File: config.mk
export PLATFORM = sky130hd
export DESIGN_NAME = bbd_pixel_gen
export DESIGN_NICKNAME = d
export VERILOG_FILES = /design/src/hw/rtl/bbd_pkg.sv /design/src/hw/rtl/bbd_pixel_gen.sv
export SDC_FILE = /design/constraint.sdc
export NUM_CORES = 1
export LEC_CHECK = 0
export ABC_AREA = 0
export BUFFER_PORTS_ARGS = -buffer_cell sky130_fd_sc_hd__buf_4
export CAP_MARGIN = 20
export CORE_ASPECT_RATIO = 0.5
export CORE_MARGIN = 4
export CORE_UTILIZATION = 35
export DETAILED_ROUTE_END_ITERATION = 12
export PLACE_DENSITY = 0.58
export SLEW_MARGIN = 20
export SYNTH_ARGS = -nofsm -noshare
export SYNTH_HDL_FRONTEND = slang
export SYNTH_SLANG_ARGS = --single-unit
File: constraint.sdc
create_clock -name clk -period 8.1 [get_ports clk]
set_clock_uncertainty 0.2 [all_clocks]
set_input_delay 1.62 -clock clk [delete_from_list [all_inputs] [get_ports clk]]
set_output_delay 1.62 -clock clk [all_outputs]
set_load 0.01 [all_outputs]
File: src/hw/rtl/bbd_pkg.sv
package bbd_pkg;

  localparam int MAX_WIDTH  = 2048;
  localparam int MAX_HEIGHT = 4096;

  localparam int COL_W = $clog2(MAX_WIDTH);
  localparam int ROW_W = $clog2(MAX_HEIGHT);
  localparam int WID_W = COL_W + 1;
  localparam int HGT_W = ROW_W + 1;

  localparam int PIX_W = 8;

  localparam int FW_FIELD_W = 12;
  localparam int FH_FIELD_W = 13;
  localparam int CFG_DATA_W = 13;
  localparam int CFG_IDX_W  = 1;

  localparam logic [CFG_IDX_W-1:0] REG_FRAME_WIDTH  = 1'b0;
  localparam logic [CFG_IDX_W-1:0] REG_FRAME_HEIGHT = 1'b1;

  localparam logic [WID_W-1:0] RESET_WIDTH  = WID_W'(640);
  localparam logic [HGT_W-1:0] RESET_HEIGHT = HGT_W'(480);

  typedef logic [8:0][PIX_W-1:0] win_t;

  typedef struct packed {
    logic             valid;
    logic [COL_W-1:0] col;
    logic [ROW_W-1:0] row;
    win_t             win;
  } gen_load_t;

  typedef struct packed {
    logic [PIX_W-1:0] red;
    logic [PIX_W-1:0] green;
    logic [PIX_W-1:0] blue;
    logic [COL_W-1:0] pixel_col;
    logic [ROW_W-1:0] pixel_row;
    logic             last_of_run;
    logic             end_of_frame;
  } pixel_t;

endpackage

File: src/hw/rtl/bbd_pixel_gen.sv
module bbd_pixel_gen (
  input  logic                      clk,
  input  logic                      rst_n,
  input  logic [bbd_pkg::WID_W-1:0] frame_w,
  input  logic [bbd_pkg::HGT_W-1:0] frame_h,
  input  bbd_pkg::gen_load_t        load,
  output logic                      free,
  input  logic                      queue_full,
  output logic                      push,
  output bbd_pkg::pixel_t           push_pix
);
  import bbd_pkg::*;

  logic             v_r;
  logic [COL_W-1:0] c_r;
  logic [ROW_W-1:0] r_r;
  win_t             win_r;
  logic             ox_r;
  logic             oy_r;

  logic             last_col;
  logic             last_row;
  logic             has_next;
  logic             done;
  logic [COL_W-1:0] px;
  logic [ROW_W-1:0] py;
  logic             dx;
  logic             dy;
  logic signed [3:0] rx;
  logic signed [3:0] ry;
  logic             edge_blk;
  logic [9:0]       sum_r;
  logic [9:0]       sum_g;
  logic [9:0]       sum_b;

  function automatic logic [PIX_W-1:0] smp(input win_t w9, input logic signed [3:0] a,
                                           input logic signed [3:0] b);
    logic [3:0] idx;
    idx = {2'b00, b[1:0]} * 4'd3 + {2'b00, a[1:0]};
    if (a[3] || b[3] || (a > 4'sd2) || (b > 4'sd2)) begin
      return '0;
    end
    return w9[idx];
  endfunction

  function automatic logic [9:0] ext(input logic [PIX_W-1:0] v);
    return {2'b00, v};
  endfunction

  assign last_col = ({1'b0, c_r} == frame_w - WID_W'(1));
  assign last_row = ({1'b0, r_r} == frame_h - HGT_W'(1));
  assign has_next = (!ox_r && last_col) || (!oy_r && last_row);
  assign done     = v_r && !queue_full && !has_next;
  assign free     = !v_r || done;
  assign push     = v_r && !queue_full;

  assign px = c_r - COL_W'(1) + {{(COL_W-1){1'b0}}, ox_r};
  assign py = r_r - ROW_W'(1) + {{(ROW_W-1){1'b0}}, oy_r};
  assign dx = px[0];
  assign dy = py[0];
  assign rx = 4'sd1 + $signed({3'b000, ox_r}) - $signed({3'b000, dx});
  assign ry = 4'sd1 + $signed({3'b000, oy_r}) - $signed({3'b000, dy});

  assign edge_blk = (px[COL_W-1:1] == '0) || (py[ROW_W-1:1] == '0) ||
                    ({1'b0, px[COL_W-1:1], 1'b0} == frame_w - WID_W'(2)) ||
                    ({1'b0, py[ROW_W-1:1], 1'b0} == frame_h - HGT_W'(2));

  always_comb begin
    sum_r = '0;
    sum_g = '0;
    sum_b = '0;
    push_pix = '0;
    if (edge_blk) begin
      if (dx == dy) begin
        sum_g = ext(smp(win_r, 4'sd1 + $signed({3'b000, ox_r}),
                        4'sd1 + $signed({3'b000, oy_r})));
      end else begin
        sum_g = (ext(smp(win_r, rx, ry)) + ext(smp(win_r, rx + 4'sd1, ry + 4'sd1))) >> 1;
      end
      sum_r = ext(smp(win_r, rx, ry + 4'sd1));
      sum_b = ext(smp(win_r, rx + 4'sd1, ry));
    end else if (!dx && !dy) begin
      sum_r = (ext(smp(win_r, rx, ry + 4'sd1)) + ext(smp(win_r, rx, ry - 4'sd1))) >> 1;
      sum_g = ext(smp(win_r, rx, ry));
      sum_b = (ext(smp(win_r, rx - 4'sd1, ry)) + ext(smp(win_r, rx + 4'sd1, ry))) >> 1;
    end else if (!dx && dy) begin
      sum_r = ext(smp(win_r, rx, ry + 4'sd1));
      sum_g = (ext(smp(win_r, rx, ry)) + ext(smp(win_r, rx, ry + 4'sd2)) +
               ext(smp(win_r, rx - 4'sd1, ry + 4'sd1)) +
               ext(smp(win_r, rx + 4'sd1, ry + 4'sd1))) >> 2;
      sum_b = (ext(smp(win_r, rx + 4'sd1, ry)) + ext(smp(win_r, rx - 4'sd1, ry)) +
               ext(smp(win_r, rx + 4'sd1, ry + 4'sd2)) +
               ext(smp(win_r, rx - 4'sd1, ry + 4'sd2))) >> 2;
    end else if (dx && !dy) begin
      sum_r = (ext(smp(win_r, rx, ry + 4'sd1)) + ext(smp(win_r, rx + 4'sd2, ry + 4'sd1)) +
               ext(smp(win_r, rx, ry - 4'sd1)) +
               ext(smp(win_r, rx + 4'sd2, ry - 4'sd1))) >> 2;
      sum_g = (ext(smp(win_r, rx, ry)) + ext(smp(win_r, rx + 4'sd2, ry)) +
               ext(smp(win_r, rx + 4'sd1, ry - 4'sd1)) +
               ext(smp(win_r, rx + 4'sd1, ry + 4'sd1))) >> 2;
      sum_b = ext(smp(win_r, rx + 4'sd1, ry));
    end else begin
      sum_r = (ext(smp(win_r, rx, ry + 4'sd1)) + ext(smp(win_r, rx + 4'sd2, ry + 4'sd1))) >> 1;
      sum_g = ext(smp(win_r, rx + 4'sd1, ry + 4'sd1));
      sum_b = (ext(smp(win_r, rx + 4'sd1, ry)) + ext(smp(win_r, rx + 4'sd1, ry + 4'sd2))) >> 1;
    end
    push_pix.red          = sum_r[PIX_W-1:0];
    push_pix.green        = sum_g[PIX_W-1:0];
    push_pix.blue         = sum_b[PIX_W-1:0];
    push_pix.pixel_col    = px;
    push_pix.pixel_row    = py;
    push_pix.last_of_run  = !has_next;
    push_pix.end_of_frame = ({1'b0, px} == frame_w - WID_W'(1)) &&
                            ({1'b0, py} == frame_h - HGT_W'(1));
  end

  always_ff @(posedge clk) begin
    if (load.valid) begin
      c_r   <= load.col;
      r_r   <= load.row;
      win_r <= load.win;
    end
    if (!rst_n) begin
      v_r  <= 1'b0;
      ox_r <= 1'b0;
      oy_r <= 1'b0;
    end else if (load.valid) begin
      v_r  <= 1'b1;
      ox_r <= 1'b0;
      oy_r <= 1'b0;
    end else if (push) begin
      if (!ox_r && last_col) begin
        ox_r <= 1'b1;
      end else if (!oy_r && last_row) begin
        ox_r <= 1'b0;
        oy_r <= 1'b1;
      end else begin
        v_r <= 1'b0;
      end
    end
  end

endmodule

## Yosys cells after proc, flatten, opt, wreduce, memory -nomap -nowiden

Index checks and enable logic that the tools add are counted.

| cells by class | value |
|---|---|
| $add $sub $neg | 50 |
| multipliers | 5 |
| order comparisons | 25 |
| eq/ne operators | 9 |
| muxes and demuxes | 297 |
| bitwise operators | 2 |
| reductions and logical operators | 73 |

Operator list:

| operator | count |
|---|---|
| two-way mux 8 bit | 160 |
| binary-select mux 8 bit (select 4 bit) | 15 |
| two-way mux 1 bit | 122 |
| adder 8 x 8 -> 9 bit | 9 |
| < comparator 4 x 5 -> 1 bit, second input constant | 15 |
| adder 4 x 2 -> 4 bit | 15 |
| logical OR 1 bit | 49 |
| adder 10 x 8 -> 10 bit | 4 |
| adder 9 x 8 -> 10 bit | 4 |
| equality test 12 x 13 -> 1 bit | 3 |
| equality test 11 x 12 -> 1 bit | 3 |
| greater-than comparator 4 x 3 -> 1 bit, second input constant | 8 |
| subtractor 12 x 1 -> 12 bit, second input constant | 2 |
| multiplier 2 x 2 -> 4 bit, second input constant | 5 |
| subtractor 13 x 1 -> 13 bit, second input constant | 1 |
| subtractor 13 x 2 -> 13 bit, second input constant | 1 |
| adder 12 x 1 -> 12 bit | 1 |
| subtractor 12 x 2 -> 12 bit, second input constant | 1 |
| adder 11 x 1 -> 11 bit | 1 |
| logical NOT 11 bit | 1 |
| subtractor 11 x 1 -> 11 bit, second input constant | 1 |
| logical NOT 10 bit | 1 |
| adder 4 x 2 -> 4 bit, second input constant | 2 |
| adder 4 x 3 -> 4 bit, second input constant | 2 |
| other kinds (14) | 35 |

| storage, ports and cells | value |
|---|---|
| register bits | 98 |
| input bits | 124 |
| output and inout bits | 51 |
| logic and storage cells | 475 |

## Logic depth before layout (Yosys ltp)

Gate-level depths: netlist of the first run.

| depth | value |
|---|---|
| depth in word-level cells | 24 |
| gate-level depth with buffers | 32 |
| depth with buffers taken out | 29 |

## Least setup slack after synthesis of the first run

No wires, ideal clock.

| timing | value |
|---|---|
| kind | register to output |
| start | reg oy_r |
| end | out push_pix[39] (netlist bit) |
| data arrival time | 7.088 ns |
| data required time | 6.280 ns |
| setup slack | -0.808 ns |
| stages on the path, launching flop included | 26 |
| buffers on the path | 3 |
| cells stage by stage | dfxtp_1 buf_2 inv_1 ha_1 xnor2_4 clkbuf_1 nand2_1 fa_1 clkbuf_1 clkinv_1 mux4_2 o22ai_1 nand2_1 xnor2_1 ha_1 inv_1 fa_1 inv_1 ha_1 and4_1 a32o_1 o41a_1 a31oi_1 xnor2_1 and3b_1 a311o_1 |

RTL lines:

| item | line | source |
|---|---|---|
| from (decl) | bbd_pixel_gen.sv:19 | `logic oy_r;` |
| from (signal assigned) | bbd_pixel_gen.sv:126 | `oy_r <= 1'b0;` |
| from (signal assigned) | bbd_pixel_gen.sv:130 | `oy_r <= 1'b0;` |
| from (signal assigned) | bbd_pixel_gen.sv:136 | `oy_r <= 1'b1;` |
| to (decl) | bbd_pixel_gen.sv:10 | `output bbd_pkg::pixel_t push_pix` |

==> flow_metrics.py, run 1 <==
metrics = {
    "outcome": {
        "outcome": "completed",
    },
    "yosys": {
        "seq_area_frac_synth_pct": 16.3,
        "syn_area_um2": 17800,
        "ys_seq_elements": 98,
        "synth_ff_type": "edfxtp_1",
        "avgSynthCellArea_um2": 9.28,
        "synthCells": 1922,
        "synth_edf_count": 95,
        "yosysWarnings": 0,
        "ys_types": 89,
        "synth_nets": 2229,
        "synthArstFlopShare_pct": 0,
    },
    "global_routing": {
        "overflow": 0,
        "grt_max_degree": 68,
        "grt.total_usage_pct": 25.6,
        "grt_pass1_wl_mm": 107,
        "grt_pass1_vias": 16500,
        "antenna_found_initial": 3,
    },
    "critical_path": {
        "max_stage_delay_ns": 0.49,
        "arrival_ns": 6.20,
        "crit_top_cell": "buf_12",
        "crit_type": "reg2out",
        "required_ns": 6.28,
        "cp-start-kind": "flop",
        "rr_worst_depth": 9,
        "cp-end-kind": "output port",
        "critPathMaxFanout": 12,
        "crit_path_top_delay_cell": "fa_1",
    },
    "clocking": {
        "clk_path_buf_depth": 2,
        "cts_tree": "built",
        "cts_buffers": 9,
        "clock_sink_count": 98,
        "cts_root_buffer": "clkbuf_16",
        "cts_hold_buf": 0,
        "path_clk_slew_ns": 0.09,
        "htreeDepth": 3,
        "clock_latency_ns": 0.38,
    },
    "power_and_ir_drop": {
        "p_sw_mw": 2.54,
        "max-vdd-ir-drop_uv": 118,
        "leakagePower_nw": 9.66,
        "switching_share_pct": 46.4,
        "p_clk_share_pct": 8.4,
        "seq_power_share_pct": 12.3,
        "pwr-share-comb_pct": 79.3,
        "total_power_mw": 5.48,
        "power_density_nw_per_um2": 238,
        "internal_power_mw": 2.94,
    },
    "sta": {
        "slew_headroom_pct": 28.1,
        "period_minus_slack_ns": 8.02,
        "fin_crit_sh_pct": 99.0,
        "drv_slew": 0,
        "worst_pin_slew_ns": 1.07,
        "fmax_mhz": 125,
        "setup_violations": 0,
        "tns_ns": 0,
        "rsz0062_at_grt": "true",
        "hold_violations": 0,
    },
    "drt": {
        "drc": 0,
        "wl_per_cell_um": 24.2,
        "drtPass1Iterations": 5,
        "via_per_inst": 5.72,
        "finalWirelength_mm": 72.1,
        "drtAntennaViolNets": 0,
        "vias": 17000,
        "drtIter0Drc": 1570,
    },
    "floorplan": {
        "die_y_um": 168,
        "die_width_um": 327,
        "core-area_um2": 50300,
        "dieArea_um2": 54800,
        "num_rows": 58,
        "pin_count": 175,
        "start_util_pct": 35.5,
    },
    "worst_hold_path": {
        "hold_depth": 2,
        "hold_class": "reg2reg",
    },
    "place": {
        "gp_congestion": 1.00,
        "dp_hpwl_mm": 59.2,
        "port_buffers": 174,
    },
    "layout": {
        "n_antenna_cell": 0,
        "post-route-util_pct": 45.9,
        "syn_to_final_growth_pct": 29.4,
        "drive_above_1_share_pct": 33.4,
        "nets": 2588,
        "fill_cells": 4886,
    },
    "job": {
        "drv_cap": 0,
    },
}
==> Yosys cell counts, types with 19 or more instances <==
library cell	count	share of area (%)
a211oi_1	21	0.88
nand4_1	19	0.67
edfxtp_1	95	16
mux4_2	125	16
nor3_1	36	1.0
fa_1	73	8.2
xnor2_1	118	5.8
nand2b_1	22	0.77
a21oi_1	75	2.1
clkbuf_1	53	1.1
nand3_1	48	1.3
o21ai_0	67	1.9
xor2_1	66	3.2
ha_1	110	7.7
nor2_1	104	2.2
nand2_1	180	3.8
and2_1	53	1.9
mux2i_1	108	6.1
nor2b_1	23	0.81
inv_1	199	4.2
o22ai_1	48	1.7
==> layer usage <==
| metal | up-vias | track usage (%) | share of wire, % |
|---|---|---|---|
| met5 | - | 0 | 0.097 |
| met2 | 791 | 38.2 | 43 |
| met1 | 8402 | 36.9 | 45 |
| met4 | 6 | 5.66 | 2.4 |
| li1 | 7723 | - | - |
| met3 | 96 | 7.04 | 10 |
==> flip-flops by register name, summed over array words and instances (netlist names) <==
name / count
v_r: 1
r_r: 12
win_r: 72
ox_r: 1
c_r: 11
oy_r: 1
==> cell usage in the layout (no fill, tap or decap), types with 62 or more instances in the layout <==
cell,Yosys,routed
a21oi_1,75,65
xnor2_1,118,116
mux4_2,125,125
nand2_1,180,173
fa_1,73,62
ha_1,110,96
nor2_1,104,93
mux2i_1,108,72
edfxtp_1,95,95
xor2_1,66,62
buf_4,3,397
inv_1,199,184
==> worst max-delay path, delay by kind of cell (launching register included) <==
| family | cells | cell delay [ns] |
|---|---|---|
| muxes | 2 | 0.60 |
| and+or+nand+nor | 3 | 0.43 |
| buffers and inverters | 10 | 1.30 |
| DFF | 1 | 0.42 |
| adders and majority gates | 4 | 1.30 |
| AOI/OAI and AO/OA | 7 | 1.22 |
| xor gates and xnor gates | 3 | 0.54 |
==> path summary, 6_finish.rpt <==
kind | slack (ns) | end | start
worst max-delay path | 0.08 | push_pix[47] | r_r[0]$_DFFE_PP_
worst min-delay path | 0.33 | v_r$_SDFFE_PN0P_ | v_r$_SDFFE_PN0P_
worst max register to register | 5.31 | ox_r$_SDFFE_PP0P_ | r_r[0]$_DFFE_PP_
worst min register to register | 0.33 | v_r$_SDFFE_PN0P_ | v_r$_SDFFE_PN0P_
==> stage by stage <==
stage	hold WS, ns	area [µm²]	cells	setup WS (ns)
2_1_floorplan	0.390	17900	1922	0.00733
3_3_place_gp	0.320	21400	2910	-0.115
3_5_place_dp	0.316	21400	2910	-0.131
4_1_cts	0.330	22300	2950	0.000825
5_1_grt	0.384	23100	2976	-0.163
6_report	0.329	23100	2976	0.0814
==> area by class of cell <==
type	instances	area, µm²	area share, %
Sequential cell	98	2920	12.6
Tap cell	690	863	3.74
Multi-Input combinational cell	1533	14600	63.3
Inverter	203	766	3.32
Clock inverter	6	73.8	0.320
Clock buffer	10	229	0.992
Timing Repair Buffer	436	3610	15.6
==> kinds of logic after synthesis <==
| group | count (synthesis) | synth area share [%] |
|---|---|---|
| and+or+nand+nor | 555 | 15.3 |
| AOI/OAI and AO/OA | 354 | 13.1 |
| buffers and inverters | 291 | 6.40 |
| muxes | 245 | 22.7 |
| xor gates and xnor gates | 193 | 10.1 |
| adders and majority gates | 186 | 16.1 |
| DFF | 98 | 16.3 |
==> what timing repair did <==
| item | 4_1_cts | 5_1_grt |
|---|---|---|
| cloned | 2 | 1 |
| setup endpoints to repair | 18 | 15 |
| pin swaps | 16 | 42 |
| resized for setup | 80 | 142 |
| buffers inserted | 22 | 26 |
==> power by group through the flow <==
stage / Combinational (mW) / Sequential (mW) / Clock [mW]
detailed placement: 3.94 / 0.671 / 0
global route: 4.75 / 0.675 / 0.496
floorplan: 2.63 / 0.640 / 0
global placement: 3.91 / 0.671 / 0
finish: 4.35 / 0.672 / 0.461
CTS: 4.10 / 0.664 / 0.474
Power figures use the tool's default switching activity.
==> run 2: changes to the inputs <==
ABC_AREA = 1   (was 0)
CELL_PAD_IN_SITES_DETAIL_PLACEMENT = 1   (was unset)
CELL_PAD_IN_SITES_GLOBAL_PLACEMENT = 2   (was unset)
CORE_UTILIZATION = 31   (was 35)
PLACE_DENSITY = 0.83   (was 0.58)
==> run 2 against run 1 <==
  * Fmax up 1.5%
  * Critical path type unchanged
  * Cell count up 34%
  * Highest routed layer is now met4
  * First-iteration DRC count up 36%
  * Hold slack better by 0.019 ns
  * Wire length up 31%
  * Die area up 18%
  * Final area up 1.2%
  * Non-clock buffer count down 60
  * Clock-buffer cell count unchanged
  * Combinational power down 3%
  * Critical path depth up 1
  * Clock power up 2%
==> flow_metrics.py, run 2 <==
metrics = {
    "outcome": {
        "outcome": "completed",
    },
    "floorplan": {
        "core-area_um2": 59500,
        "num_rows": 63,
        "dieArea_um2": 64600,
        "start_util_pct": 31.5,
        "die_width_um": 356,
        "die_y_um": 182,
        "pin_count": 175,
    },
    "layout": {
        "nets": 3482,
        "final_cell_mix": "502 x nand2_1, 429 x inv_1, 359 x buf_4",
        "syn_to_final_growth_pct": 24.7,
        "regMostFlops": "win_r",
        "layout_commonest_cell": "nand2_1",
        "fill_cells": 7682,
        "final_area_um2": 23300,
        "largest_reg_flops": 72,
        "largestRegisters": "win_r: 72 flops, r_r: 12 flops, c_r: 11 flops",
        "drive_above_1_share_pct": 21.3,
    },
    "power_and_ir_drop": {
        "switching_share_pct": 55.0,
        "power_density_nw_per_um2": 229,
        "pwr-share-comb_pct": 79.3,
        "seq_power_share_pct": 11.9,
        "p_sw_mw": 2.94,
        "max-vdd-ir-drop_uv": 108,
        "internal_power_mw": 2.41,
        "p_clk_share_pct": 8.8,
        "leakagePower_nw": 10.8,
    },
    "global_routing": {
        "grt.busiest_layer": "met2",
        "grt_use_met3_pct": 6.00,
        "grt_max_degree": 57,
        "grtUsageMet1_pct": 39.5,
        "grt.total_usage_pct": 28.0,
        "antenna_found_initial": 1,
        "overflow": 0,
        "grt_pass1_vias": 21800,
        "grt_pass1_wl_mm": 138,
        "met2_usage_pct": 42.9,
    },
    "critical_path": {
        "cp-end-kind": "output port",
        "arrival_ns": 6.08,
        "worstPathBufferInverterCount": 8,
        "crit_type": "reg2out",
        "cp-start-kind": "flop",
        "path_delay_family": "compound AO/OA/AOI/OAI gates",
        "required_ns": 6.28,
        "max_stage_delay_ns": 0.46,
        "crit_top_cell": "buf_4",
        "crit_path_top_delay_cell": "o21ai_2",
        "critPathMaxFanout": 21,
    },
    "yosys": {
        "yosysWarnings": 0,
        "seq_area_frac_synth_pct": 15.6,
        "ys_seq_elements": 98,
        "synthArstFlopShare_pct": 0,
        "synth_area_leader_cell": "edfxtp_1",
        "avgSynthCellArea_um2": 6.52,
        "ys_types": 74,
        "synth.most_common_cell": "nand2_1",
        "synth_top_area_share_pct": 15.2,
        "netlist_top_cells_area": "edfxtp_1 15%, nand2_1 10%, inv_1 9.2%",
        "synth_nets": 3180,
        "synthTopCellsByCount": "514 x nand2_1, 458 x inv_1, 268 x o21ai_0, 247 x a21oi_1, 243 x nor2_1",
        "synthCells": 2873,
        "syn_area_um2": 18700,
        "synth_edf_count": 95,
        "synth_ff_type": "edfxtp_1",
    },
    "sta": {
        "worst_pin_slew_ns": 1.24,
        "hold_violations": 0,
        "holdWs_ns": 0.347,
        "period_minus_slack_ns": 7.90,
        "slew_headroom_pct": 17.3,
        "setup_violations": 0,
        "fin_crit_sh_pct": 97.6,
        "fmax_mhz": 127,
        "drv_slew": 0,
    },
    "drt": {
        "drtIter0Drc": 2140,
        "wl_per_cell_um": 23.6,
        "drtPass1Iterations": 5,
        "drc": 0,
        "drtAntennaViolNets": 0,
        "vias": 22100,
        "finalWirelength_mm": 94.3,
        "via_per_inst": 5.54,
    },
    "clocking": {
        "htreeDepth": 3,
        "clk_path_buf_depth": 2,
        "clock_latency_ns": 0.38,
        "cts_buffers": 9,
        "cts_root_buffer": "clkbuf_16",
        "cts_tree": "built",
        "clock_sink_count": 98,
        "path_clk_slew_ns": 0.08,
    },
    "place": {
        "port_buffers": 174,
        "dp_hpwl_mm": 76.8,
        "place_area_um2": 21700,
        "gp_congestion": 1.01,
    },
    "job": {
        "drv_cap": 0,
    },
    "worst_hold_path": {
        "hold_class": "reg2reg",
    },
}
## run 2: changes by cell type after synthesis, sizes merged, moves of 63 or more
cell	delta
a21oi	+175
inv	+284
mux2i	-107
mux4	-125
nand2	+367
nand3	+116
nor2	+153
o211ai	+63
o21ai	+275
xnor2	-93
## run 2: worst min-delay path, delay by kind of cell, from the launching register on
| kind | cells | cell delay [ns] |
|---|---|---|
| flip-flops | 1 | 0.31 |
| AO/OA/AOI/OAI | 1 | 0.09 |
| AND/OR/NAND/NOR | 1 | 0.09 |
## run 2: what timing repair did
| action | 4_1_cts | 5_1_grt |
|---|---|---|
| cloned | 1 | 1 |
| hold buffers | 0 | 0 |
| pin swaps | 9 | 57 |
| buffers inserted | 12 | 46 |
| endpoints found under the setup margin | 12 | 19 |
| resized for setup | 47 | 185 |
## run 2: worst paths after layout
kind	cells past startpoint	from	slack, ns	to
max	30	c_r[0]$_DFFE_PP_	0.20	push_pix[38]
min	2	v_r$_SDFFE_PN0P_	0.35	v_r$_SDFFE_PN0P_
max reg2reg	9	c_r[0]$_DFFE_PP_	5.74	ox_r$_SDFFE_PP0P_
min reg2reg	2	v_r$_SDFFE_PN0P_	0.35	v_r$_SDFFE_PN0P_
## run 2: power by group through the flow
| stage | clock network [mW] | registers, mW | logic [mW] |
|---|---|---|---|
| 2_1_floorplan | 0 | 0.631 | 2.52 |
| 6_report | 0.468 | 0.636 | 4.24 |
| 3_5_place_dp | 0 | 0.646 | 3.83 |
| 3_3_place_gp | 0 | 0.645 | 3.74 |
| 4_1_cts | 0.476 | 0.635 | 3.89 |
| 5_1_grt | 0.496 | 0.639 | 4.68 |
## run 2: area by class of cell
cell class | instances | area (µm²) | area share, %
clock buffers | 10 | 229 | 0.981
diodes | 1 | 2.50 | 0.0107
clock inverters | 6 | 73.8 | 0.316
repair buffers | 376 | 2950 | 12.6
inverters | 492 | 1870 | 8.01
well taps | 812 | 1020 | 4.35
flip-flops and latches | 98 | 2920 | 12.5
multi-input cells | 2198 | 14300 | 61.2
## run 2: stage by stage
stage	setup WS, ns	power, mW	TNS, ns	util [%]	std cells
after floorplan	0.183	3.15	0	-	2873
after global placement	-0.0930	4.38	-0.125	36.5	3916
after detailed placement	-0.133	4.47	-0.237	36.5	3916
after CTS	0.000721	5.00	0	37.4	3945
after global routing	-0.0853	5.81	-0.428	39.2	3992
final	0.196	5.34	0	39.2	3993
## run 2: cells by family (layout without fill, tap and decap cells)
family / count (synthesis) / count (layout) / share of synthesized area [%]
compound gates: 811 / 811 / 25.6
other cells: 0 / 1 / 0
flops: 98 / 98 / 15.6
fa+ha+maj: 183 / 183 / 15.2
simple gates: 1069 / 1071 / 25.0
buf+inv: 579 / 884 / 12.3
mux: 1 / 1 / 0.0535
xor+xnor: 132 / 132 / 6.40
## run 2: metal layers
metal	wire length (µm)	share of wire (%)	vias up
li1	-	-	10200
met1	42500	45	10800
met2	40400	43	933
met3	8430	8.9	156
met4	2980	3.2	0
met5	0	0	-
