===== config.mk =====
export PLATFORM = sky130hd
export DESIGN_NAME = bbd_out_queue_flat
export DESIGN_NICKNAME = d
export VERILOG_FILES = /design/src/hw/rtl/bbd_pkg.sv /design/src/hw/rtl/bbd_if.sv /design/src/hw/rtl/bbd_out_queue.sv /design/src/flat_wrapper.sv
export SDC_FILE = /design/constraint.sdc
export NUM_CORES = 1
export LEC_CHECK = 0
export ABC_AREA = 1
export CORE_MARGIN = 2
export CORE_UTILIZATION = 60
export DETAILED_ROUTE_END_ITERATION = 8
export DONT_BUFFER_PORTS = 1
export PLACE_DENSITY = 0.74
export SETUP_SLACK_MARGIN = 0.05
export SYNTH_ARGS = -nofsm -noshare
export SYNTH_HDL_FRONTEND = slang
export SYNTH_SLANG_ARGS = --single-unit

===== constraint.sdc =====
create_clock -name clk -period 8.1 [get_ports clk]
set_input_delay 0.81 -clock clk [delete_from_list [all_inputs] [get_ports clk]]
set_output_delay 0.81 -clock clk [all_outputs]
set_load 0.02 [all_outputs]

===== src/hw/rtl/bbd_pkg.sv =====
package bbd_pkg;

  localparam int MAX_WIDTH  = 2048;
  localparam int MAX_HEIGHT = 4096;

  localparam int COL_W = $clog2(MAX_WIDTH);
  localparam int ROW_W = $clog2(MAX_HEIGHT);
  localparam int WID_W = COL_W + 1;
  localparam int HGT_W = ROW_W + 1;

  localparam int PIX_W = 8;

  localparam int FW_FIELD_W = 12;
  localparam int FH_FIELD_W = 13;
  localparam int CFG_DATA_W = 13;
  localparam int CFG_IDX_W  = 1;

  localparam logic [CFG_IDX_W-1:0] REG_FRAME_WIDTH  = 1'b0;
  localparam logic [CFG_IDX_W-1:0] REG_FRAME_HEIGHT = 1'b1;

  localparam logic [WID_W-1:0] RESET_WIDTH  = WID_W'(640);
  localparam logic [HGT_W-1:0] RESET_HEIGHT = HGT_W'(480);

  typedef logic [8:0][PIX_W-1:0] win_t;

  typedef struct packed {
    logic             valid;
    logic [COL_W-1:0] col;
    logic [ROW_W-1:0] row;
    win_t             win;
  } gen_load_t;

  typedef struct packed {
    logic [PIX_W-1:0] red;
    logic [PIX_W-1:0] green;
    logic [PIX_W-1:0] blue;
    logic [COL_W-1:0] pixel_col;
    logic [ROW_W-1:0] pixel_row;
    logic             last_of_run;
    logic             end_of_frame;
  } pixel_t;

endpackage


===== src/hw/rtl/bbd_if.sv =====


interface bbd_out_if;
  import bbd_pkg::*;

  logic             valid;
  logic             ready;
  logic [PIX_W-1:0] red;
  logic [PIX_W-1:0] green;
  logic [PIX_W-1:0] blue;
  logic [COL_W-1:0] pixel_col;
  logic [ROW_W-1:0] pixel_row;
  logic             last_of_run;
  logic             end_of_frame;

  modport source (output valid, output red, output green, output blue, output pixel_col,
                  output pixel_row, output last_of_run, output end_of_frame, input ready);
  modport sink (input valid, input red, input green, input blue, input pixel_col,
                input pixel_row, input last_of_run, input end_of_frame, output ready);
endinterface


===== src/hw/rtl/bbd_out_queue.sv =====
module bbd_out_queue (
  input  logic            clk,
  input  logic            rst_n,
  input  logic            push,
  input  bbd_pkg::pixel_t push_pix,
  output logic            full,
  bbd_out_if.source       out_ch
);
  import bbd_pkg::*;

  pixel_t     ent_r [2];
  pixel_t     ent_nxt [2];
  logic [1:0] cnt_r;
  logic [1:0] cnt_nxt;
  logic       pop;

  assign pop  = out_ch.valid && out_ch.ready;
  assign full = cnt_r[1];

  always_comb begin
    ent_nxt = ent_r;
    cnt_nxt = cnt_r;
    if (push && pop) begin
      if (cnt_r == 2'd1) begin
        ent_nxt[0] = push_pix;
      end else begin
        ent_nxt[0] = ent_r[1];
        ent_nxt[1] = push_pix;
      end
    end else if (push) begin
      ent_nxt[cnt_r[0]] = push_pix;
      cnt_nxt = cnt_r + 2'd1;
    end else if (pop) begin
      ent_nxt[0] = ent_r[1];
      cnt_nxt = cnt_r - 2'd1;
    end
  end

  always_ff @(posedge clk) begin
    ent_r <= ent_nxt;
    if (!rst_n) begin
      cnt_r <= 2'd0;
    end else begin
      cnt_r <= cnt_nxt;
    end
  end

  assign out_ch.valid        = (cnt_r != 2'd0);
  assign out_ch.red          = ent_r[0].red;
  assign out_ch.green        = ent_r[0].green;
  assign out_ch.blue         = ent_r[0].blue;
  assign out_ch.pixel_col    = ent_r[0].pixel_col;
  assign out_ch.pixel_row    = ent_r[0].pixel_row;
  assign out_ch.last_of_run  = ent_r[0].last_of_run;
  assign out_ch.end_of_frame = ent_r[0].end_of_frame;

endmodule


===== src/flat_wrapper.sv =====
// flat-port wrapper written by rule: the top's interface ports become plain ports
module bbd_out_queue_flat import bbd_pkg::*;
  (clk, rst_n, push, push_pix, full, out_ch_valid, out_ch_red, out_ch_green, out_ch_blue, out_ch_pixel_col, out_ch_pixel_row, out_ch_last_of_run, out_ch_end_of_frame, out_ch_ready);
  bbd_out_if out_ch_i ();
  input  logic clk;
  input  logic rst_n;
  input  logic push;
  input  bbd_pkg::pixel_t push_pix;
  output logic full;
  output wire logic [$bits(out_ch_i.valid)-1:0] out_ch_valid;
  output wire logic [$bits(out_ch_i.red)-1:0] out_ch_red;
  output wire logic [$bits(out_ch_i.green)-1:0] out_ch_green;
  output wire logic [$bits(out_ch_i.blue)-1:0] out_ch_blue;
  output wire logic [$bits(out_ch_i.pixel_col)-1:0] out_ch_pixel_col;
  output wire logic [$bits(out_ch_i.pixel_row)-1:0] out_ch_pixel_row;
  output wire logic [$bits(out_ch_i.last_of_run)-1:0] out_ch_last_of_run;
  output wire logic [$bits(out_ch_i.end_of_frame)-1:0] out_ch_end_of_frame;
  input wire logic [$bits(out_ch_i.ready)-1:0] out_ch_ready;
  assign out_ch_valid = out_ch_i.valid;
  assign out_ch_red = out_ch_i.red;
  assign out_ch_green = out_ch_i.green;
  assign out_ch_blue = out_ch_i.blue;
  assign out_ch_pixel_col = out_ch_i.pixel_col;
  assign out_ch_pixel_row = out_ch_i.pixel_row;
  assign out_ch_last_of_run = out_ch_i.last_of_run;
  assign out_ch_end_of_frame = out_ch_i.end_of_frame;
  assign out_ch_i.ready = out_ch_ready;
  bbd_out_queue u_core (.clk(clk), .rst_n(rst_n), .push(push), .push_pix(push_pix), .full(full), .out_ch(out_ch_i));
endmodule

# == Yosys cells after proc, flatten, opt, wreduce, memory -nomap -nowiden ==
# Index checks and enable logic that the tools add are counted.
# totals
inputBits,53
ff_bits,100
out_inout_bits,51
wordCells,43
# classes
mux,11
bitwise,2
n_reduce_logical,9
eq_ne,2
n_addsub,2
n_lt_le_gt_ge,2
# ops
op,n
49-bit 2-to-1 mux,6
98-bit bitwise mux,1
98-bit 2-to-1 mux,1
49-bit demux with 1-bit select,1
2-bit nonzero test,3
2-bit 2-to-1 mux,2
2-bit AND reduction,2
1-bit logical AND,3
3-bit nonzero test,1
2-bit by 1-bit adder with 2-bit output (second input constant),1
2-bit by 1-bit equality test with 1-bit output (second input constant),1
2-bit >= comparator (second input constant),1
2-bit by 1-bit less-than comparator with 1-bit output (second input constant),1
2-bit != test (second input constant),1
1-bit NOT with 2-bit output,1
2-bit by 1-bit subtractor with 2-bit output (second input constant),1
1-bit NOT,1

# == Depth between registers and ports, before layout ==
# Gate-level depths: netlist of the first run.
# depth
word_depth,8
ltp_mapped,10
ltp_nobuf,8

# == Worst setup path before layout of the first run ==
# Ideal clock, no wire load.
# synth_path
path_type,input-to-reg
from,input port push
to,register u_core.ent_r (netlist bit u_core.out_ch.blue[0]) (enable)
setup_ns,0.472
required_time_ns,7.628
path_slack_ns,3.892
arrival_time_ns,3.737
n_path_buf,2
path_stages,5
cell_sequence,buf_4 -> inv_2 -> buf_2 -> ha_1 -> a21oi_1
# synth_between
elab_chain_len,2
# synth_rtl
element,line_no,text
"start, declared",flat_wrapper.sv:7,input logic push;
1-bit logical AND,bbd_out_queue.sv:23,if (push && pop) begin
3-bit nonzero test (no line) *,-,
"end signal, assigned",bbd_out_queue.sv:40,ent_r <= ent_nxt;
"end, declared",bbd_out_queue.sv:11,pixel_t ent_r [2];
# Every way passes the cells marked *; elsewhere a longest branch is shown, timed or not.
# A chain may end at the register's enable or synchronous reset.

# == Worst setup path in the final report of the first run ==
# layout_path
from,register u_core.cnt_r[0]
to,register u_core.ent_r[26] (netlist name) (enable)
# layout_between
elab_chain_len,5
word_cells_on_any_way,7
cone_classes,eq/ne: 2; reduce/logical: 5
# layout_rtl
element,line_no,text
"start, declared",bbd_out_queue.sv:13,logic [1:0] cnt_r;
"start signal, assigned",bbd_out_queue.sv:44,cnt_r <= cnt_nxt;
2-bit nonzero test *,bbd_out_queue.sv:48,assign out_ch.valid = (cnt_r != 2'd0);
net out_ch_valid,flat_wrapper.sv:10,output wire logic [$bits(out_ch_i.valid)-1:0] out_ch_valid;
1-bit logical AND *,bbd_out_queue.sv:17,assign pop = out_ch.valid && out_ch.ready;
1-bit logical AND *,bbd_out_queue.sv:23,
2-bit != test (no line) / 2-bit nonzero test (equally long branches),-,
2-bit AND reduction (no line) *,-,
# Mark *: on every way through the listed nets, which the timed path passes. The rest lies on a longest branch.

==> results.md, run 1 <==
* Cts repair resizes at 0
* Sequential-to-total area share from yosys stat at 50.95%
* CP max stage cell: nand3_2
* Tcrit/Tclk final at 54.29%
* Min Tclk post-route at 4.398 ns
* Die Area at 10560 sq um
* Worst-Margin Slew at 1.076 ns
* CTS H-Tree Depth at 3
* Logic pwr share at 19.5%
* TritonCTS clock tree: yes
* Total core area at 9639 sq um
* Clock power frac at 24.0%
* CP startpoint kind: flop
* Cts hold-fix bufs at 0
* Syn nets at 813
* Worst Path Max Fanout at 51
* Fmax at 227.4 MHz
* CTS max path bufs at 2
* Vias at 4156
* Largest net degree at the start of global routing at 100
* Asr flop ratio synth at 0%
* Antenna Cells at 0
* Relative slew slack at 28.20%
* CP endpoint kind: flop
* Initial drt markers at 244
* Initial antenna violation count at 0
* Die X at 102.8 um
* Vias per cell at 5.074
* Top-Level Pins at 104
* Crit path DAT at 4.45 ns
* Overall Power at 1.386 mW
* DR WL/cell at 14.06 um
* Final-layout fill cell count at 890
* First-pass GRT wire length at 18.65 mm
* Post-Synthesis Cells at 756
* Crit Reg-Reg Startpoint: u_core.cnt_r[0]
* Net Sw Frac at 33.91%
* Worst Path Class, Setup: reg -> reg
* Sink Count at 100
* Psw at 0.4701 mW
* Status: complete, no violations
* Worst path required time at 8.15 ns
* Clk slew on worst S/H paths at 0.10 ns
* Max Cap Viol at 0
* Area growth syn-to-layout at -2.629%
* Count of pins over their slew limit at 0
* Peak VDD IR at 0.1337 mV
* Syn Area/Cell at 7.744 sq um
* Die Y at 102.8 um
* Routed Antenna Nets at 0
* Postcts setup bufs at 0
* Sequential share of power at 56.6%
* Global-route total usage across every layer at 22.89%
* Total internal power at 0.9161 mW
* Hold Slack at 0.5574 ns
* Total gr overflow at 0
* Post-Syn Area at 5854 sq um
* Pwr per Cell Area at 243.2 nW/um^2
* Worst hold path class: in -> reg
* Non-Filler Instances at 819
* P_leak at 2.761 nW
* Initial core utilization at 60.73%
* DRC violations left at 0
* Post-synth EDFFs at 98
* FP Rows at 36
* # port buffers at 0
* CTS Root Cell: clkbuf_8
* Min-delay src: rst_n
* Critical Path Start: u_core.cnt_r[0]
* Setup TNS at 0 ns
* Routed wire length at 11.51 mm
* Number of hold violations in the final report at 0
* Placed insts at 803
* Vias in the first global route at 3892
* Clock Skews at 0.009758 ns
* Final HPWL from detailed placement at 7.168 mm
* Worst-skew pair later-pin latency at 0.37 ns
* Num CTS Buffers at 9
* Routability Congestion at 0.7624
* RSZ-0062 raised after global routing: no
* CP max stage delay at 0.83 ns
* Yosys warns at 0
* Yosys cell types at 16
* Nets at 738
* Cell mode on critical path: inv_2
* Crit-path cells: inv_2, ha_1, inv_2, nand3_2, nand2_1, inv_2, nor2_4, buf_4
* Number of detailed-route iterations in the first pass at 4
* Post-synthesis register bit count at 100
* Main synth FF type: edfxtp_1
* Layout cells sized above 1 at 4.082%
* Final setup vio count at 0
[worst paths after layout]
kind | to | slack, ns | depth (start not counted)
min | u_core.cnt_r[0] | 0.56 | 2
min reg2reg | u_core.cnt_r[0] | 0.58 | 2
max reg2reg | u_core.ent_r[26] | 3.70 | 8
max | u_core.ent_r[26] | 3.70 | 8
[power groups by stage]
stage / sequential (mW) / combinational [mW] / clock (mW)
2_1_floorplan: 0.722 / 0.355 / 0
3_3_place_gp: 0.796 / 0.256 / 0
5_1_grt: 0.794 / 0.317 / 0.359
3_5_place_dp: 0.797 / 0.269 / 0
4_1_cts: 0.786 / 0.271 / 0.341
6_report: 0.784 / 0.270 / 0.332
[per-stage QoR]
stage               utilization, %  instance area [sq um]  setup slack (ns)
finish                       59.14                   5700             3.702
CTS                          59.14                   5700             3.682
detailed placement           56.98                   5493             3.678
global route                 59.14                   5700             3.299
global placement             56.98                   5493             3.840
floorplan                        -                   5854             3.892
[cell families after synthesis]
family	Yosys count	share of synthesized area, %
AOI/OAI and AO/OA	51	4.403
buffers and inverters	195	16.56
DFF	100	50.95
adders and majority gates	4	0.8549
and+or+nand+nor	406	27.23
[layout make-up]
cell class | instances | area (sq um) | area share [%]
flip-flops and latches | 100 | 2983 | 52.33
repair buffers | 3 | 22.52 | 0.3951
clock inverters | 6 | 70.07 | 1.229
well taps | 133 | 166.4 | 2.919
clock buffers | 10 | 137.6 | 2.414
multi-input cells | 461 | 1923 | 33.74
inverters | 106 | 397.9 | 6.980
[metal layers]
layer | vias to the layer above | global-route usage, % | wire length (um)
li1 | 2131 | - | -
met1 | 1892 | 29.25 | 4967
met2 | 124 | 37.71 | 5513
met3 | 9 | 6.915 | 887
met4 | 0 | 7.287 | 146
met5 | - | 0 | 0
[synthesized netlist by cell type (4+ instances only)]
| cell type | count | area share, % |
|---|---|---|
| inv_2 | 5 | 0.32 |
| inv_1 | 101 | 6.5 |
| buf_4 | 51 | 6.5 |
| nand3_1 | 51 | 4.4 |
| edfxtp_1 | 98 | 50 |
| ha_1 | 4 | 0.85 |
| buf_2 | 25 | 2.1 |
| nor2_1 | 52 | 3.3 |
| clkbuf_1 | 11 | 0.71 |
| o21ai_0 | 49 | 4.2 |
| nand2_1 | 302 | 19 |
[sequential cells by signal, summed over array words and instances (netlist names)]
signal and count:
u_core.out_ch.end_of_frame 1, u_core.cnt_r 2, u_core.out_ch.pixel_row 12, u_core.out_ch.green 8, u_core.ent_r 49, u_core.out_ch.red 8, u_core.out_ch.last_of_run 1, u_core.out_ch.blue 8
u_core.out_ch.pixel_col 11
[critical path, delay by kind of cell, from the launching register on]
family	cells	cell delay, ns
DFF	1	0.46
and+or+nand+nor	3	1.90
buffers and inverters	4	1.33
adders and majority gates	1	0.35
[layout by cell type, fill, tap and decap left out]
| cell type | netlist | final |
|---|---|---|
| ha_2 | 0 | 1 |
| clkinv_4 | 0 | 1 |
| clkbuf_8 | 0 | 10 |
| inv_6 | 0 | 3 |
| ha_1 | 4 | 3 |
| o21ai_0 | 49 | 49 |
| bufinv_16 | 0 | 1 |
| inv_1 | 101 | 101 |
| a21oi_4 | 0 | 1 |
| nor2_1 | 52 | 51 |
| inv_2 | 5 | 5 |
| edfxtp_1 | 98 | 98 |
| nand3_2 | 1 | 1 |
| clkinv_2 | 0 | 1 |
| nor2_4 | 0 | 1 |
| dfxtp_1 | 2 | 2 |
| buf_4 | 51 | 3 |
| nand2_1 | 302 | 302 |
| nand3_1 | 51 | 51 |
| o21a_1 | 1 | 1 |
No activity file was read; power rests on OpenSTA's default activity.
==> inputs of run 2 (changes only) <==
- ABC_AREA: 1 -> 0
- clock period: 8.1 -> 4.3 ns (I/O delays scaled with it)
==> results.md, run 2 <==
* Num CTS Buffers at 9 (unchanged)
* DRC violations left at 0 (unchanged)
* Setup TNS at 0 ns (unchanged)
* Post-route design area at 4302 sq um (was 5700 sq um)
* TritonCTS clock tree: yes (unchanged)
* Final HPWL from detailed placement at 4.181 mm (was 7.168 mm)
* Placed insts at 320 (was 803)
* Post-Syn Area at 4312 sq um (was 5854 sq um)
* Tcrit/Tclk final at 65.15% (was 54.29%)
* DR WL/cell at 19.75 um (was 14.06 um)
* Vias per cell at 5.783 (was 5.074)
* Main synth FF type: edfxtp_1 (unchanged)
* Most common library cell in the layout ignoring fill and taps: edfxtp_1 (was nand2_1)
* Status: complete, no violations (unchanged)
* Yosys top cell area share at 68.25% (was 50.27%)
* FP Rows at 30 (was 36)
* # port buffers at 0 (unchanged)
* Post-Synthesis Cells at 281 (was 756)
* Sink Count at 100 (unchanged)
* Hold Slack at 0.2055 ns (was 0.5574 ns)
* Commonest cells after routing, fill and taps aside: 98 x edfxtp_1, 49 x a22o_1, 49 x nor2b_1 (was 302 x nand2_1, 101 x inv_1, 98 x edfxtp_1)
* Worst Path Class, Setup: reg -> reg (unchanged)
* Final-layout fill cell count at 513 (was 890)
* RSZ-0062 raised after global routing: no (unchanged)
* Die Area at 7880 sq um (was 10560 sq um)
* Cts hold-fix bufs at 0 (unchanged)
* Peak VDD IR at 0.3789 mV (was 0.1337 mV)
* Non-Filler Instances at 336 (was 819)
* CP max stage cell: dfxtp_1 (was nand3_2)
* Total gr overflow at 0 (unchanged)
* Initial antenna violation count at 0 (unchanged)
* Top reg by flops: u_core.ent_r (unchanged)
* Post-DP Area at 4098 sq um (was 5493 sq um)
* Vias at 1943 (was 4156)
* Post-synth EDFFs at 98 (unchanged)
* Relative slew slack at 40.74% (was 28.20%)
* Worst Path Max Fanout at 36 (was 51)
* Worst-skew pair later-pin latency at 0.35 ns (was 0.37 ns)
* Synth cell count leaders: 98 x edfxtp_1, 49 x a22o_1, 49 x nor2b_1, 48 x buf_4, 8 x clkbuf_1 (was 302 x nand2_1, 101 x inv_1, 98 x edfxtp_1, 52 x nor2_1)
* Fmax at 357.0 MHz (was 227.4 MHz)
* Layout cells sized above 1 at 10.00% (was 4.082%)
* CP startpoint kind: flop (unchanged)
* Worst-Margin Slew at 0.8855 ns (was 1.076 ns)
* Max Cap Viol at 0 (unchanged)
* Syn Area/Cell at 15.34 sq um (was 7.744 sq um)
* Min Tclk post-route at 2.801 ns (was 4.398 ns)
* Number of hold violations in the final report at 0 (unchanged)
* CTS max path bufs at 2 (unchanged)
* Total core area at 6869 sq um (was 9639 sq um)
* P_leak at 1.501 nW (was 2.761 nW)
* Nets at 292 (was 738)
* Initial core utilization at 62.77% (was 60.73%)
* Buf/Inv on CP at 3 (was 4)
* CP max stage delay at 0.58 ns (was 0.83 ns)
* Routed Antenna Nets at 0 (unchanged)
* Worst path required time at 4.30 ns (was 8.15 ns)
* Global-route total usage across every layer at 17.04% (was 22.89%)
* Die X at 88.77 um (was 102.8 um)
* Final setup vio count at 0 (unchanged)
* Yosys warns at 0 (unchanged)
* Crit-path cells: inv_1, ha_1, nor2b_4, inv_1, ha_1, a21oi_4, buf_4 (was inv_2, ha_1, inv_2, nand3_2, nand2_1, inv_2, nor2_4, buf_4)
* Largest register FFs at 49 (unchanged)
* Routability Congestion at 0.7407 (was 0.7624)
* Sequential-to-total area share from yosys stat at 69.18% (was 50.95%)
* Initial drt markers at 84 (was 244)
* Top-Level Pins at 104 (unchanged)
* Syn nets at 338 (was 813)
* Synth top area cells: edfxtp_1 68%, a22o_1 10%, buf_4 8.4% (was edfxtp_1 50%, nand2_1 19%, buf_4 6.5%)
* Crit path DAT at 2.80 ns (was 4.45 ns)
* Clk slew on worst S/H paths at 0.08 ns (was 0.10 ns)
* Top cell family by delay on the critical path: buffers and inverters (was simple AND/OR/NAND/NOR gates)
* Vias in the first global route at 1866 (was 3892)
* Number of detailed-route iterations in the first pass at 5 (was 4)
* Die Y at 88.77 um (was 102.8 um)
* Post-synthesis register bit count at 100 (unchanged)
* Count of pins over their slew limit at 0 (unchanged)
* Antenna Cells at 0 (unchanged)
* Postcts setup bufs at 0 (unchanged)
* Pwr per Cell Area at 763.4 nW/um^2 (was 243.2 nW/um^2)
* Most common cell in the synthesized netlist: edfxtp_1 (was nand2_1)
* Clock Skews at 0.01088 ns (was 0.009758 ns)
* CP endpoint kind: flop (unchanged)
* Routed wire length at 6.637 mm (was 11.51 mm)
* Asr flop ratio synth at 0% (unchanged)
* Cts repair resizes at 0 (unchanged)
* Yosys cell types at 20 (was 16)
* Worst hold path class: in -> reg (unchanged)
* Largest net degree at the start of global routing at 51 (was 100)
* CTS H-Tree Depth at 3 (unchanged)
* CTS Root Cell: clkbuf_8 (unchanged)
* Top cell type by total area after synthesis: edfxtp_1 (unchanged)
* Area growth syn-to-layout at -0.2320% (was -2.629%)
* First-pass GRT wire length at 9.701 mm (was 18.65 mm)
## run 2: cell count changes in the layout (fill, tap and decap cells not counted), sizes merged, moves of 2 or more
| cell | delta |
|---|---|
| nor2b | +50 |
| nand3 | -52 |
| nand2 | -302 |
| and2 | +2 |
| clkbuf | +3 |
| buf | +2 |
| o21ai | -48 |
| xor2 | +2 |
| inv | -104 |
| a22o | +49 |
| nor2 | -52 |
## run 2: report_power, final
part	internal, mW	total (mW)	switching [mW]
combinational	0.261	0.720	0.458
sequential	1.57	1.95	0.378
clock	0.328	0.616	0.287
## run 2: worst register-to-register path, delay by kind of cell, from the launching register on
family | cells | cell delay [ns]
compound gates | 1 | 0.42
fa+ha+maj | 2 | 0.49
buf+inv | 3 | 0.71
flops | 1 | 0.58
simple gates | 1 | 0.24
## run 2: path summary, 6_finish.rpt
path / startpoint / end / slack, ns / cells past startpoint
worst max register to register: u_core.cnt_r[0] / u_core.out_ch.pixel_row[7] / 1.50 / 7
worst min-delay path: rst_n / u_core.cnt_r[1] / 0.21 / 1
worst min register to register: u_core.ent_r[20] / u_core.out_ch.pixel_col[6] / 0.53 / 1
worst max-delay path: u_core.cnt_r[0] / u_core.out_ch.pixel_row[7] / 1.50 / 7
## run 2: logic make-up (layout without fill, tap and decap cells)
family	Yosys count	after routing	share of synthesized area (%)
AOI/OAI and AO/OA	54	54	10.77
and+or+nand+nor	53	53	7.922
xor gates and xnor gates	2	2	0.4063
buffers and inverters	67	26	10.33
adders and majority gates	4	4	1.161
DFF	100	100	69.18
muxes	1	1	0.2322
## run 2: routing by layer
metal  track usage (%)  up-vias  share of wire [%]
li1                  -      896                  -
met1             21.26      952                 40
met2             25.78       85                 48
met3             7.743       10                 10
met4             7.438        0                1.8
met5                 0        -                  0
## run 2: layout make-up
| type | instances | area (sq um) | area share (%) |
|---|---|---|---|
| multi-input cells | 114 | 938.4 | 21.81 |
| inverters | 5 | 18.77 | 0.4363 |
| clock inverters | 3 | 65.06 | 1.513 |
| clock buffers | 13 | 138.9 | 3.229 |
| flip-flops and latches | 100 | 2983 | 69.34 |
| repair buffers | 5 | 37.54 | 0.8726 |
| well taps | 96 | 120.1 | 2.792 |
## run 2: through the flow
stage / util, % / setup slack (ns) / power, mW
6_report: 62.62 / 1.499 / 3.284
5_1_grt: 62.62 / 1.290 / 3.452
4_1_cts: 62.62 / 1.432 / 3.321
3_5_place_dp: 59.65 / 1.419 / 2.714
3_3_place_gp: 59.65 / 1.570 / 2.669
2_1_floorplan: - / 0.2292 / 2.738
==> inputs of run 3 (changes only) <==
- clock period: 4.3 -> 2.9 ns (I/O delays scaled with it)
==> results.md, run 3 (same netlist as run 2, synthesis figures left out) <==
* Reg2reg setup slack at 0.56 ns (was 1.50 ns)
* Total core area at 6869 sq um (unchanged)
* CTS H-Tree Depth at 3 (unchanged)
* Final HPWL from detailed placement at 4.313 mm (was 4.181 mm)
* R2r endpoint: u_core.out_ch.blue[5] (was u_core.out_ch.pixel_row[7])
* Nets at 294 (was 292)
* Cts repair resizes at 0 (unchanged)
* Sink Count at 100 (unchanged)
* Clock Skews at 0.01038 ns (was 0.01088 ns)
* Vias at 1965 (was 1943)
* Top cell family by delay on the critical path: flip-flops (was buffers and inverters)
* FP Rows at 30 (unchanged)
* Worst hold path class: in -> reg (unchanged)
* Final-layout fill cell count at 484 (was 513)
* Worst path required time at 2.95 ns (was 4.30 ns)
* CP endpoint kind: flop (unchanged)
* CP startpoint kind: flop (unchanged)
* Worst Reg-to-Reg Cells at 7 (unchanged)
* Antenna Cells at 0 (unchanged)
* Tcrit/Tclk final at 80.85% (was 65.15%)
* Number of hold violations in the final report at 0 (unchanged)
* CTS Root Cell: clkbuf_8 (unchanged)
* Die Y at 88.77 um (unchanged)
* Cell mode on critical path: inv_1
* Die Area at 7880 sq um (unchanged)
* Layout cells sized above 1 at 13.22% (was 10.00%)
* Routability Congestion at 0.7519 (was 0.7407)
* Initial antenna violation count at 0 (unchanged)
* Vias per cell at 5.814 (was 5.783)
* Max Cap Viol at 0 (unchanged)
* Pwr per Cell Area at 1121 nW/um^2 (was 763.4 nW/um^2)
* Worst-Margin Slew at 0.5887 ns (was 0.8855 ns)
* Worst Path Max Fanout at 24 (was 36)
* Hold Path End: u_core.cnt_r[0] (was u_core.cnt_r[1])
* Cts hold-fix bufs at 0 (unchanged)
* Largest register FFs at 49 (unchanged)
* Initial drt markers at 94 (was 84)
* DRC violations left at 0 (unchanged)
* Worst-skew pair later-pin latency at 0.35 ns (about the same)
* P_leak at 1.520 nW (was 1.501 nW)
* Buf/Inv on CP at 3 (unchanged)
* Number of detailed-route iterations in the first pass at 4 (was 5)
* Commonest cells after routing, fill and taps aside: 98 x edfxtp_1, 49 x a22o_1, 49 x nor2b_1 (unchanged)
* Min-delay src: rst_n (unchanged)
* Final design utilization at 63.30% (was 62.62%)
* Postcts setup bufs at 0 (unchanged)
* Global-route total usage across every layer at 17.57% (was 17.04%)
* Status: complete, no violations (unchanged)
* CTS max path bufs at 2 (unchanged)
* Die X at 88.77 um (unchanged)
* Crit path DAT at 2.40 ns (was 2.80 ns)
* CP max stage cell: dfxtp_2 (was dfxtp_1)
* DR WL/cell at 19.79 um (was 19.75 um)
* CP max stage delay at 0.46 ns (was 0.58 ns)
* First-pass GRT wire length at 10.22 mm (was 9.701 mm)
* Peak VDD IR at 0.5495 mV (was 0.3789 mV)
* Top-Level Pins at 104 (unchanged)
* Hold Path Depth at 1 (unchanged)
* Routed Antenna Nets at 0 (unchanged)
* Initial core utilization at 62.77% (unchanged)
* Clk slew on worst S/H paths at 0.08 ns (about the same)
* # port buffers at 0 (unchanged)
* Most common library cell in the layout ignoring fill and taps: edfxtp_1 (unchanged)
* Vias in the first global route at 1972 (was 1866)
* Top reg by flops: u_core.ent_r (unchanged)
* Worst Path Class, Setup: reg -> reg (unchanged)
* Total gr overflow at 0 (unchanged)
* RSZ-0062 raised after global routing: no (unchanged)
* Relative slew slack at 60.66% (was 40.74%)
* Fmax at 426.5 MHz (was 357.0 MHz)
* Largest net degree at the start of global routing at 47 (was 51)
* Count of pins over their slew limit at 0 (unchanged)
* Num CTS Buffers at 9 (unchanged)
* Area growth syn-to-layout at 0.8416% (was -0.2320%)
* Min Tclk post-route at 2.345 ns (was 2.801 ns)
* Setup TNS at 0 ns (unchanged)
* TritonCTS clock tree: yes (unchanged)
* Crit Reg-Reg Startpoint: u_core.cnt_r[0] (unchanged)
* Routed wire length at 6.689 mm (was 6.637 mm)
* Final setup vio count at 0 (unchanged)
* Crit-path cells: inv_1, ha_2, nor2b_4, inv_1, ha_1, a21oi_4, buf_12 (was inv_1, ha_1, nor2b_4, inv_1, ha_1, a21oi_4, buf_4)
run 3: per-stage QoR:
stage          setup WS [ns]  cells  instance area, sq um  hold WS [ns]  power, mW
2_1_floorplan        0.07969    281                  4348        0.4116      4.082
3_3_place_gp          0.6393    322                  4155        0.4152      4.017
3_5_place_dp          0.5529    322                  4155        0.4169      4.082
4_1_cts               0.5265    338                  4348       0.04932      4.931
5_1_grt               0.4173    338                  4348       0.05227      5.143
6_report              0.5552    338                  4348       0.06860      4.872
run 3: power breakdown:
part           switching, mW  leakage, nW  internal [mW]
Clock                  0.454       0.0962          0.399
Combinational          0.699        0.448          0.438
Sequential             0.553        0.975           2.33
run 3: worst max-delay path by stage:
stage | startpoint | end | slack [ns] | cells past startpoint
2_1_floorplan | u_core.cnt_r[1] | u_core.ent_r[0] | 0.08 | 6
3_3_place_gp | u_core.cnt_r[0] | u_core.out_ch.green[2] | 0.64 | 7
3_5_place_dp | u_core.cnt_r[0] | u_core.out_ch.green[2] | 0.55 | 7
4_1_cts | u_core.cnt_r[0] | u_core.out_ch.blue[5] | 0.53 | 7
5_1_grt | u_core.cnt_r[0] | u_core.out_ch.blue[5] | 0.42 | 7
6_report | u_core.cnt_r[0] | u_core.out_ch.blue[5] | 0.56 | 7
run 3: layout make-up:
| cell class | instances | area (sq um) | area share, % |
|---|---|---|---|
| multi-input cells | 114 | 940.9 | 21.64 |
| inverters | 5 | 18.77 | 0.4317 |
| clock inverters | 6 | 65.06 | 1.496 |
| flip-flops and latches | 100 | 2985 | 68.66 |
| repair buffers | 7 | 90.09 | 2.072 |
| well taps | 96 | 120.1 | 2.763 |
| clock buffers | 10 | 127.6 | 2.935 |
run 3: per-layer routing:
layer / wire length (um) / vias up / track usage [%] / share of wire, %
met5: 0 / - / 0 / 0
met4: 61 / 0 / 5.647 / 0.91
met3: 596 / 9 / 8.769 / 8.9
met2: 3211 / 85 / 26.19 / 48
met1: 2820 / 968 / 22.66 / 42
li1: - / 903 / - / -
